## src/sv/c_token_classifier_top_defines.svh

```systemverilog
// Assertion macros for the token classifier RTL.
// No dependencies; included by ctk_outq, which checks its own logic.
`ifndef C_TOKEN_CLASSIFIER_TOP_DEFINES_SVH
`define C_TOKEN_CLASSIFIER_TOP_DEFINES_SVH

// same-cycle implication
`define CTK_ASSERT_IMPL(label, clk, rst_n, ante, cons) \
    label: assert property (@(posedge clk) disable iff (!rst_n) (ante) |-> (cons)) \
        else $error("token classifier assertion failed");

// next-cycle implication
`define CTK_ASSERT_NEXT(label, clk, rst_n, ante, cons) \
    label: assert property (@(posedge clk) disable iff (!rst_n) (ante) |=> (cons)) \
        else $error("token classifier assertion failed");

`endif

```

## src/sv/ctk_pkg.sv

```systemverilog
// Types, word tables and constants for the token classifier.
// No dependencies; imported by ctk_lexer, ctk_outq and the top level.
package ctk_pkg;

    typedef enum logic [2:0] {
        CLS_ERROR    = 3'd0,
        CLS_RESERVED = 3'd1,
        CLS_INTEGER  = 3'd2,
        CLS_FLOAT    = 3'd3,
        CLS_OPERATOR = 3'd4,
        CLS_VARIABLE = 3'd5,
        CLS_STMT_END = 3'd6
    } t_class;

    typedef struct packed {
        logic [7:0] char_code;
        logic       end_of_input;
    } t_in_beat;

    typedef struct packed {
        t_class token_class;
        logic   last_of_run;
    } t_out_beat;

    typedef struct packed {
        logic [1:0] num;
        t_out_beat  first;
        t_out_beat  second;
    } t_push;

    localparam int WORD_COUNT    = 27;
    localparam int KEYWORD_COUNT = 16;
    localparam int WORD_MAXLEN   = 7;
    localparam logic [3:0] POS_MAX = 4'd8;
    localparam int CTK_QDEPTH    = 4;

    localparam logic [7:0] CH_SEMI = 8'h3B;
    localparam logic [7:0] CH_DOT  = 8'h2E;
    localparam logic [7:0] CH_NUL  = 8'h00;

    localparam logic [7:0] WORD_TEXT [WORD_COUNT][WORD_MAXLEN] = '{
        '{"c", "o", "n", "s", "t", CH_NUL, CH_NUL},
        '{"i", "n", "t", CH_NUL, CH_NUL, CH_NUL, CH_NUL},
        '{"t", "y", "p", "e", "d", "e", "f"},
        '{"f", "l", "o", "a", "t", CH_NUL, CH_NUL},
        '{"s", "t", "r", "u", "c", "t", CH_NUL},
        '{"d", "o", "u", "b", "l", "e", CH_NUL},
        '{"e", "n", "u", "m", CH_NUL, CH_NUL, CH_NUL},
        '{"l", "o", "n", "g", CH_NUL, CH_NUL, CH_NUL},
        '{"b", "r", "e", "a", "k", CH_NUL, CH_NUL},
        '{"s", "t", "a", "t", "i", "c", CH_NUL},
        '{"r", "e", "t", "u", "r", "n", CH_NUL},
        '{"v", "o", "i", "d", CH_NUL, CH_NUL, CH_NUL},
        '{"e", "x", "t", "e", "r", "n", CH_NUL},
        '{"c", "h", "a", "r", CH_NUL, CH_NUL, CH_NUL},
        '{"u", "n", "i", "o", "n", CH_NUL, CH_NUL},
        '{"g", "o", "t", "o", CH_NUL, CH_NUL, CH_NUL},
        '{"+", CH_NUL, CH_NUL, CH_NUL, CH_NUL, CH_NUL, CH_NUL},
        '{"-", CH_NUL, CH_NUL, CH_NUL, CH_NUL, CH_NUL, CH_NUL},
        '{"<", "=", CH_NUL, CH_NUL, CH_NUL, CH_NUL, CH_NUL},
        '{"=", CH_NUL, CH_NUL, CH_NUL, CH_NUL, CH_NUL, CH_NUL},
        '{"!", "=", CH_NUL, CH_NUL, CH_NUL, CH_NUL, CH_NUL},
        '{"=", "=", CH_NUL, CH_NUL, CH_NUL, CH_NUL, CH_NUL},
        '{"<", CH_NUL, CH_NUL, CH_NUL, CH_NUL, CH_NUL, CH_NUL},
        '{">", "=", CH_NUL, CH_NUL, CH_NUL, CH_NUL, CH_NUL},
        '{">", CH_NUL, CH_NUL, CH_NUL, CH_NUL, CH_NUL, CH_NUL},
        '{"/", CH_NUL, CH_NUL, CH_NUL, CH_NUL, CH_NUL, CH_NUL},
        '{"*", CH_NUL, CH_NUL, CH_NUL, CH_NUL, CH_NUL, CH_NUL}
    };

    localparam logic [3:0] WORD_LEN [WORD_COUNT] = '{
        4'd5, 4'd3, 4'd7, 4'd5, 4'd6, 4'd6, 4'd4, 4'd4,
        4'd5, 4'd6, 4'd6, 4'd4, 4'd6, 4'd4, 4'd5, 4'd4,
        4'd1, 4'd1, 4'd2, 4'd1, 4'd2, 4'd2, 4'd1, 4'd2,
        4'd1, 4'd1, 4'd1
    };

endpackage

```

## src/sv/c_token_classifier_top.sv

```systemverilog
// A result beat is in the result queue from the cycle after the byte that causes it is accepted.
// Throughput: one byte per cycle; a ';' that closes a token queues two beats, and
// input stalls while the result queue has fewer than two free slots.
// Reset: i_rst_n synchronous, active low; clears token state and empties the queue.
// Depends on ctk_pkg, ctk_lexer and ctk_outq.
module c_token_classifier_top #(
    parameter int QDEPTH = ctk_pkg::CTK_QDEPTH
) (
    input  logic               i_clk,
    input  logic               i_rst_n,
    input  logic               i_in_valid,
    output logic               o_in_stall,
    input  ctk_pkg::t_in_beat  i_in_data,
    output logic               o_out_valid,
    input  logic               i_out_stall,
    output ctk_pkg::t_out_beat o_out_data
);
    import ctk_pkg::*;

    logic  accept;
    t_push push;

    assign accept = i_in_valid && !o_in_stall;

    ctk_lexer u_lexer (
        .i_clk    (i_clk),
        .i_rst_n  (i_rst_n),
        .i_accept (accept),
        .i_beat   (i_in_data),
        .o_push   (push)
    );

    ctk_outq #(
        .DEPTH (QDEPTH)
    ) u_outq (
        .i_clk   (i_clk),
        .i_rst_n (i_rst_n),
        .i_push  (push),
        .o_stall (o_in_stall),
        .o_valid (o_out_valid),
        .i_stall (i_out_stall),
        .o_data  (o_out_data)
    );

endmodule

```

## src/sv/ctk_lexer.sv

```systemverilog
// Token state and classification for the token classifier.
// Depends on ctk_pkg; produces up to two result beats per accepted byte.
module ctk_lexer (
    input  logic              i_clk,
    input  logic              i_rst_n,
    input  logic              i_accept,
    input  ctk_pkg::t_in_beat i_beat,
    output ctk_pkg::t_push    o_push
);
    import ctk_pkg::*;

    logic [3:0]            r_pos, n_pos;
    logic [WORD_COUNT-1:0] r_cand, n_cand;
    logic                  r_alldig, n_alldig;
    logic [1:0]            r_dots, n_dots;
    logic                  r_other, n_other;
    logic                  r_allword, n_allword;
    logic                  r_firstdig, n_firstdig;

    logic [7:0]            c;
    logic                  dig, word, space, semi, eoi, pending;
    logic [WORD_COUNT-1:0] hits;
    t_class                cls;

    assign c       = i_beat.char_code;
    assign eoi     = i_beat.end_of_input;
    assign dig     = c inside {[8'h30:8'h39]};
    assign word    = dig || (c inside {[8'h61:8'h7A], [8'h41:8'h5A], 8'h5F});
    assign space   = c inside {8'h20, [8'h09:8'h0D]};
    assign semi    = (c == CH_SEMI);
    assign pending = (r_pos != 4'd0);

    always_comb begin
        for (int k = 0; k < WORD_COUNT; k++) begin
            hits[k] = r_cand[k] && (r_pos == WORD_LEN[k]);
        end
        if (r_alldig) begin
            cls = CLS_INTEGER;
        end else if (|hits[KEYWORD_COUNT-1:0]) begin
            cls = CLS_RESERVED;
        end else if (|hits) begin
            cls = CLS_OPERATOR;
        end else if (r_dots == 2'd1 && !r_other) begin
            cls = CLS_FLOAT;
        end else if (r_allword && !r_firstdig) begin
            cls = CLS_VARIABLE;
        end else begin
            cls = CLS_ERROR;
        end
    end

    always_comb begin
        n_pos      = r_pos;
        n_cand     = r_cand;
        n_alldig   = r_alldig;
        n_dots     = r_dots;
        n_other    = r_other;
        n_allword  = r_allword;
        n_firstdig = r_firstdig;
        o_push.num         = 2'd0;
        o_push.first       = '{token_class: cls, last_of_run: 1'b1};
        o_push.second      = '{token_class: CLS_STMT_END, last_of_run: 1'b1};
        if (i_accept) begin
            if (eoi || space || semi) begin
                n_pos      = 4'd0;
                n_cand     = '1;
                n_alldig   = 1'b1;
                n_dots     = 2'd0;
                n_other    = 1'b0;
                n_allword  = 1'b1;
                n_firstdig = 1'b0;
                if (eoi || space) begin
                    o_push.num = pending ? 2'd1 : 2'd0;
                end else if (pending) begin
                    o_push.num               = 2'd2;
                    o_push.first.last_of_run = 1'b0;
                end else begin
                    o_push.num   = 2'd1;
                    o_push.first = '{token_class: CLS_STMT_END, last_of_run: 1'b1};
                end
            end else begin
                for (int k = 0; k < WORD_COUNT; k++) begin
                    if (r_pos >= WORD_LEN[k]) begin
                        n_cand[k] = 1'b0;
                    end else if (WORD_TEXT[k][r_pos[2:0]] != c) begin
                        n_cand[k] = 1'b0;
                    end
                end
                n_alldig  = r_alldig && dig;
                n_allword = r_allword && word;
                if (c == CH_DOT) begin
                    if (r_dots != 2'd2) begin
                        n_dots = r_dots + 2'd1;
                    end
                end else if (!dig) begin
                    n_other = 1'b1;
                end
                if (!pending) begin
                    n_firstdig = dig;
                end
                n_pos = (r_pos < POS_MAX) ? r_pos + 4'd1 : POS_MAX;
            end
        end
    end

    always_ff @(posedge i_clk) begin
        if (!i_rst_n) begin
            r_pos      <= 4'd0;
            r_cand     <= '1;
            r_alldig   <= 1'b1;
            r_dots     <= 2'd0;
            r_other    <= 1'b0;
            r_allword  <= 1'b1;
            r_firstdig <= 1'b0;
        end else begin
            r_pos      <= n_pos;
            r_cand     <= n_cand;
            r_alldig   <= n_alldig;
            r_dots     <= n_dots;
            r_other    <= n_other;
            r_allword  <= n_allword;
            r_firstdig <= n_firstdig;
        end
    end

endmodule

```

## src/sv/ctk_outq.sv

```systemverilog
// Classifier result queue: up to two beats a cycle unless o_stall.
// Depends on ctk_pkg and c_token_classifier_top_defines.svh.
module ctk_outq #(
    parameter int DEPTH = ctk_pkg::CTK_QDEPTH
) (
    input  logic               i_clk,
    input  logic               i_rst_n,
    input  ctk_pkg::t_push     i_push,
    output logic               o_stall,
    output logic               o_valid,
    input  logic               i_stall,
    output ctk_pkg::t_out_beat o_data
);
    import ctk_pkg::*;
    `include "c_token_classifier_top_defines.svh"

    localparam int AW = (DEPTH > 1) ? $clog2(DEPTH) : 1;
    localparam int CW = $clog2(DEPTH + 1);

    t_out_beat       r_mem [DEPTH];
    logic [AW-1:0]   r_wr, n_wr, r_rd, n_rd, wr_inc;
    logic [CW-1:0]   r_count, n_count;
    logic            pop;

    function automatic logic [AW-1:0] ptr_inc(input logic [AW-1:0] p);
        return (p == AW'(DEPTH - 1)) ? '0 : p + AW'(1);
    endfunction

    assign wr_inc  = ptr_inc(r_wr);
    assign o_valid = (r_count != '0);
    assign o_data  = r_mem[r_rd];
    assign pop     = o_valid && !i_stall;
    assign o_stall = (r_count > CW'(DEPTH - 2));

    always_comb begin
        n_count = r_count + CW'(i_push.num) - CW'(pop);
        n_rd    = pop ? ptr_inc(r_rd) : r_rd;
        case (i_push.num)
            2'd1:    n_wr = wr_inc;
            2'd2:    n_wr = ptr_inc(wr_inc);
            default: n_wr = r_wr;
        endcase
    end

    always_ff @(posedge i_clk) begin
        if (i_push.num != 2'd0) begin
            r_mem[r_wr] <= i_push.first;
        end
        if (i_push.num == 2'd2) begin
            r_mem[wr_inc] <= i_push.second;
        end
    end

    always_ff @(posedge i_clk) begin
        if (!i_rst_n) begin
            r_wr    <= '0;
            r_rd    <= '0;
            r_count <= '0;
        end else begin
            r_wr    <= n_wr;
            r_rd    <= n_rd;
            r_count <= n_count;
        end
    end

    `CTK_ASSERT_IMPL(a_push_has_room, i_clk, i_rst_n, i_push.num != 2'd0, !o_stall)
    `CTK_ASSERT_NEXT(a_push_shows, i_clk, i_rst_n, i_push.num != 2'd0 && !pop, o_valid)
    `CTK_ASSERT_IMPL(a_empty_ptrs, i_clk, i_rst_n, r_count == '0, r_wr == r_rd)

endmodule

```

## config.mk

```make
export PLATFORM = sky130hd
export DESIGN_NAME = c_token_classifier_top
export DESIGN_NICKNAME = d
export VERILOG_FILES = /design/src/sv/ctk_pkg.sv /design/src/sv/c_token_classifier_top.sv /design/src/sv/ctk_lexer.sv /design/src/sv/ctk_outq.sv
export VERILOG_INCLUDE_DIRS = /design/src /design/src/sv
export SDC_FILE = /design/constraint.sdc
export NUM_CORES = 1
export LEC_CHECK = 0
export BUFFER_PORTS_ARGS = -buffer_cell sky130_fd_sc_hd__buf_2
export CAP_MARGIN = 20
export CELL_PAD_IN_SITES_DETAIL_PLACEMENT = 1
export CELL_PAD_IN_SITES_GLOBAL_PLACEMENT = 2
export CORE_ASPECT_RATIO = 0.7
export CORE_MARGIN = 10
export CORE_UTILIZATION = 35
export CTS_CLUSTER_DIAMETER = 30
export DETAILED_ROUTE_END_ITERATION = 10
export PLACE_DENSITY_LB_ADDON = 0.1
export SLEW_MARGIN = 5
export SYNTH_ARGS = -nofsm -noshare
export SYNTH_HDL_FRONTEND = slang
export SYNTH_SLANG_ARGS = --single-unit
```

## constraint.sdc

```tcl
create_clock -name i_clk -period 6.7 [get_ports i_clk]
set_input_delay 1.34 -clock i_clk [delete_from_list [all_inputs] [get_ports i_clk]]
set_output_delay 1.34 -clock i_clk [all_outputs]
set_load 0.005 [all_outputs]
```

==> results of run 1 <==
[where the power goes]
group,internal [mW],switching [mW]
clock,0.289,0.189
sequential,0.463,0.0671
combinational,0.201,0.279
total,0.954,0.535
[cell usage after synthesis, drive strengths merged (6+ instances only)]
cell	count	area share [%]
nand2	51	4.0
clkbuf	27	2.1
nor2b	10	1.3
a21oi	25	2.7
o22ai	8	1.1
nor4	8	1.1
buf	24	2.5
or3	6	0.79
nand4	8	1.1
nor2	39	3.1
mux2i	7	1.5
and2	9	1.2
inv	34	2.7
dfxtp	62	26
nor3	21	2.2
xor2	20	3.7
a31oi	12	1.9
nand3	19	2.0
o32a	8	1.7
o41ai	7	1.3
nand2b	24	3.2
o21ai	35	3.7
ha	24	6.3
xnor2	21	3.9
[metal layers]
metal	wire length (um)	vias up
li1	-	2136
met1	8980	2246
met2	6560	138
met3	1010	12
met4	143	0
met5	0	-
[through the flow]
step	utilization (%)	power, mW	cells	cell area, um^2	hold slack (ps)
after floorplan	-	0.862	604	4740	418
after global placement	37.0	1.00	761	4890	437
after detailed placement	37.0	1.02	761	4890	434
after CTS	39.2	1.50	777	5190	456
after global routing	39.2	1.58	777	5190	479
final	39.2	1.49	777	5190	452
[final cells by class]
class                           count  area [um^2]  share of cell area [%]
Clock buffer                        9          225                    4.34
Clock inverter                      7         73.8                    1.42
Inverter                           34          128                    2.46
Multi-Input combinational cell    457         3160                    60.9
Sequential cell                    62         1240                    23.9
Tap cell                          185          231                    4.46
Timing Repair Buffer               23          128                    2.46
[cell usage in the layout, fill, tap and decap left out, types with 4 or more instances in the layout]
cell type   n
a32oi_1     4
nor3_1     21
o21ai_0    33
a21oi_1    24
nor4b_1     5
clkbuf_16   9
o22ai_1     8
buf_4       5
o41ai_1     7
nor4_1      8
dfxtp_1    62
inv_1      33
a31oi_1    10
o32a_1      8
nand4_1     8
nor2_1     38
nand3_1    19
nor2b_1     9
mux4_2      4
and2_1      9
xor2_1     20
mux2i_1     7
nand2b_1   24
a41oi_1     4
o21a_1      4
xnor2_1    21
o32ai_1     5
or3_1       6
nand2_1    51
a21o_1      5
buf_2      18
a2bb2oi_1   4
nor3b_1     5
ha_1       24
[worst paths after layout]
check / from / endpoint / slack [ps] / cells after the start
hold / removal: u_lexer.r_cand[4] / u_lexer.r_cand[4] / 450 / 1
hold reg to reg: u_lexer.r_cand[4] / u_lexer.r_cand[4] / 450 / 1
setup reg to reg: u_lexer.r_pos[0] / u_outq.r_count[2] / 2720 / 13
setup / recovery: i_in_data[2] / u_outq.r_count[2] / 2440 / 12
[registers in the layout, summed over array words and instances, names as in the netlist, named ones only]
signal              cells
u_lexer.r_allword       1
u_lexer.r_pos           4
u_lexer.r_firstdig      1
u_outq.r_count          3
u_outq.r_wr             2
u_lexer.r_cand         27
u_outq.r_mem           16
u_outq.r_rd             2
u_lexer.r_other         1
u_lexer.r_dots          2
u_lexer.r_alldig        1
[kinds of logic (layout without fill, tap and decap cells)]
logic type,count (synthesis),after routing
and+or+nand+nor,229,229
AOI/OAI and AO/OA,148,148
buffers and inverters,85,73
DFF,62,62
xor gates and xnor gates,41,41
adders and majority gates,25,25
muxes,14,14
==> flow_summary.ini, run 1 <==
[global_routing]
overflow = 0
antenna_found_initial = 0
busiest_layer = met1
gr-usage-all-layers_pct = 17.3
first_global_vias = 4424
grt_pass1_wl_um = 26400
grt_max_degree = 53
met3_usage_pct = 3.67
use_met2_pct = 22.4
grt_util_met1_pct = 27.5

[cells_and_area]
diodes = 0
drive_gt1_share_pct = 10.1
nets = 625
nFillCells = 1634
area_growth_pct = 9.39

[sta]
fin_crit_sh_pct = 63.6
worst_pin_slew_ps = 971
max_freq_mhz = 235
min_period_ps = 4260
slew_headroom_pct = 35.0
final_hold_viol_count = 0
finalSetupViolCount = 0
setup_tns_ps = 0
timing.final.ws_setup_ps = 2440
maxSlewViolCount = 0
rsz0062_at_grt = no
clock_skew_ps = 12.2

[synth]
synth_top_family_by_area = simple AND/OR/NAND/NOR gates
ys.flop_type = dfxtp_1
synth_area_mm2 = 0.00474
syn_nets = 642
synth-compound-area-share_pct = 22.2
synthCells = 604
synth.avg_cell_area_um2 = 7.85
synth_xor_area_share_pct = 7.57
ys_warn_count = 0
synth-adder-area-share_pct = 6.75
synth_cell_types = 73
synth-simple-area-share_pct = 25.9
ys_seq_area_share_pct = 26.2
synth_edf_count = 0
synth_seq_cells = 62
synthMuxAreaShare_pct = 4.09
ys_async_sr_fraction_pct = 0

[clock_network]
cts-buffers-inserted = 9
clockBufferDepth = 2
cts-root-buf = clkbuf_16
cts_tree = yes
clk_latency_ps = 340
cts_hold_buf = 0
clkSinkCount = 62
cts_setup_buffers = 0
cts_max_level = 3
clk_pin_slew_ps = 60
cts.repair.resized = 0

[worst_setup_path]
cp.arrival_ps = 4490
critPathMaxFanout = 28
slowest_stage = fa_1
worstPathCellList = buf_2 -> buf_4 -> or3_1 -> a41oi_2 -> a21boi_0 -> ha_1 -> nand2_1 -> ha_1 -> fa_1 -> xor2_1 -> xnor2_1 -> and2_1
critPathTopFamily = adder cells
start_kind = input pin
max_stage_delay_ps = 440
end_kind = register
path_common_cell = ha_1
cp.required_ps = 6930
worstSetupPathType = input pin to register
worst-path-buf-inv = 2

[route]
drcViolationCount = 0
wirelength_um = 16700
postRouteAntennaNets = 0
drt_iter0_drc = 393
drt-vias-per-instance = 5.83
drtPass1Iterations = 4
routedWlPerCell_um = 21.5
vias = 4532

[status]
outcome = finished, final reports clean

[power_and_ir_drop]
leakagePower_nw = 2.03
peakVddDrop_v = 0.000146
powerDensity_mw_per_mm2 = 287

[run]
cap_violations = 0

[placed_design]
place_ws_ps = 2070
place_congestion = 0.863
port_buffers = 18
dp_hpwl_um = 11900

[die]
core_area_mm2 = 0.0132
rows = 35
io_pins = 19
start_util_pct = 35.9
die_w_um = 159
dieArea_mm2 = 0.0187
die_y_um = 117

[min_path]
holdCritPathClass = register to register
Power figures use the tool's default switching activity.
==> run 2, diff against run 1 <==
==> constraint.sdc (replaced) <==
create_clock -name i_clk -period 4.3 [get_ports i_clk]
set_input_delay 0.86 -clock i_clk [delete_from_list [all_inputs] [get_ports i_clk]]
set_output_delay 0.86 -clock i_clk [all_outputs]
set_load 0.005 [all_outputs]
==> flow_summary.ini, run 2 (synthesized netlist as in run 1, its figures left out) <==
[sta]
finalSetupViolCount = 0
slew_headroom_pct = 56.9
maxSlewViolCount = 0
min_period_ps = 3390
setup_tns_ps = 0
fin_crit_sh_pct = 78.8
rsz0062_at_grt = no
worst_pin_slew_ps = 641
clock_skew_ps = 12.1
final_hold_viol_count = 0
max_freq_mhz = 295

[placed_design]
post_dp_cell_area_mm2 = 0.00495
dp_hpwl_um = 12700
place_congestion = 0.868
place_inst = 770
port_buffers = 18

[run]
cap_violations = 0

[clock_network]
cts_max_level = 3
cts_tree = yes
cts_hold_buf = 0
cts-root-buf = clkbuf_16
clockBufferDepth = 2
cts.repair.resized = 0
clkSinkCount = 62
clk_latency_ps = 340
clk_pin_slew_ps = 60
cts-buffers-inserted = 9
cts_setup_buffers = 0

[worst_setup_path]
cp.arrival_ps = 3620
crit_start = i_in_data[6]
start_kind = input pin
r2r_end = u_outq.r_count[2]
cp.required_ps = 4530
r2r_slack_ps = 1290
worstSetupPathType = input pin to register
critPathMaxFanout = 14
end_kind = register
rr_worst_depth = 12
r2r-start = u_lexer.r_pos[0]
endpoint = u_outq.r_count[2]

[route]
wirelength_um = 17200
drt-vias-per-instance = 5.77
drt_iter0_drc = 383
postRouteAntennaNets = 0
drcViolationCount = 0
routedWlPerCell_um = 21.8
drtPass1Iterations = 5
vias = 4538

[cells_and_area]
largest_reg_flops = 27
fin_util_pct = 39.9
largest_registers = u_lexer.r_cand (27), u_outq.r_mem (16), u_lexer.r_pos (4)
area_growth_pct = 11.2
drive_gt1_share_pct = 11.1
diodes = 0
layout_commonest_cell = dfxtp_1
final_cell_area_mm2 = 0.00527
largest_register = u_lexer.r_cand
nets = 634
layout_common_cells = dfxtp_1, nand2_1, nor2_1
instances_no_fill = 786

[die]
io_pins = 19
die_y_um = 117
dieArea_mm2 = 0.0187
start_util_pct = 35.9
core_area_mm2 = 0.0132
rows = 35
die_w_um = 159

[min_path]
holdCritPathClass = register to register

[global_routing]
antenna_found_initial = 0
first_global_vias = 4356
grt_max_degree = 39
gr-usage-all-layers_pct = 17.9
grt_pass1_wl_um = 26800
overflow = 0

[power_and_ir_drop]
powerDensity_mw_per_mm2 = 458
peakVddDrop_v = 0.000189
leakagePower_nw = 2.09

[status]
outcome = finished, final reports clean
-- run 2: cell count changes in the layout (fill, tap and decap cells not counted), sizes merged --
cell,before,now
inv,35,38
bufinv,1,2
clkinv,4,1
buf,23,32
clkinvlp,1,0
-- run 2: metal layers --
metal	track usage, %	routed length [um]	vias to the layer above	share of wire [%]
met5	0	0	-	0
met2	22.4	6320	134	37
li1	-	-	2173	-
met4	3.93	214	0	1.2
met1	28.6	9550	2212	56
met3	4.30	1090	19	6.3
-- run 2: area by class of cell --
class	count	area (um^2)
Clock buffer	9	225
Clock inverter	7	100
Fill cell	1610	7950
Inverter	34	128
Multi-Input combinational cell	457	3150
Sequential cell	62	1240
Tap cell	185	231
Timing Repair Buffer	32	195
-- run 2: worst max-delay path: stages --
cell and delay [ps]:
buf_2 240, nor4b_1 430, o21ai_1 320, a21oi_2 400
nand2_1 160, ha_1 340, fa_1 430, xor2_1 160
xnor2_1 120, and2_1 150
-- run 2: worst min path at each step --
stage | from | to | slack, ps | cells past startpoint
2_1_floorplan | u_lexer.r_cand[4] | u_lexer.r_cand[4] | 420 | 1
3_3_place_gp | u_lexer.r_cand[24] | u_lexer.r_cand[24] | 440 | 1
3_5_place_dp | u_lexer.r_cand[18] | u_lexer.r_cand[18] | 440 | 1
4_1_cts | u_lexer.r_cand[4] | u_lexer.r_cand[4] | 460 | 1
5_1_grt | u_lexer.r_cand[20] | u_lexer.r_cand[20] | 480 | 2
6_report | u_lexer.r_cand[24] | u_lexer.r_cand[24] | 450 | 1
-- run 2: report_power, final --
| group | internal [mW] | total (mW) | switching, mW |
|---|---|---|---|
| sequential | 0.721 | 0.836 | 0.114 |
| combinational | 0.321 | 0.755 | 0.434 |
| clock | 0.515 | 0.827 | 0.312 |
| total | 1.56 | 2.42 | 0.861 |
-- run 2: metrics by stage --
stage	hold slack, ps	setup slack [ps]	power (mW)
final	454	910	2.42
after global routing	478	599	2.57
after CTS	459	864	2.43
after detailed placement	445	554	1.60
after global placement	439	698	1.58
after floorplan	418	909	1.34
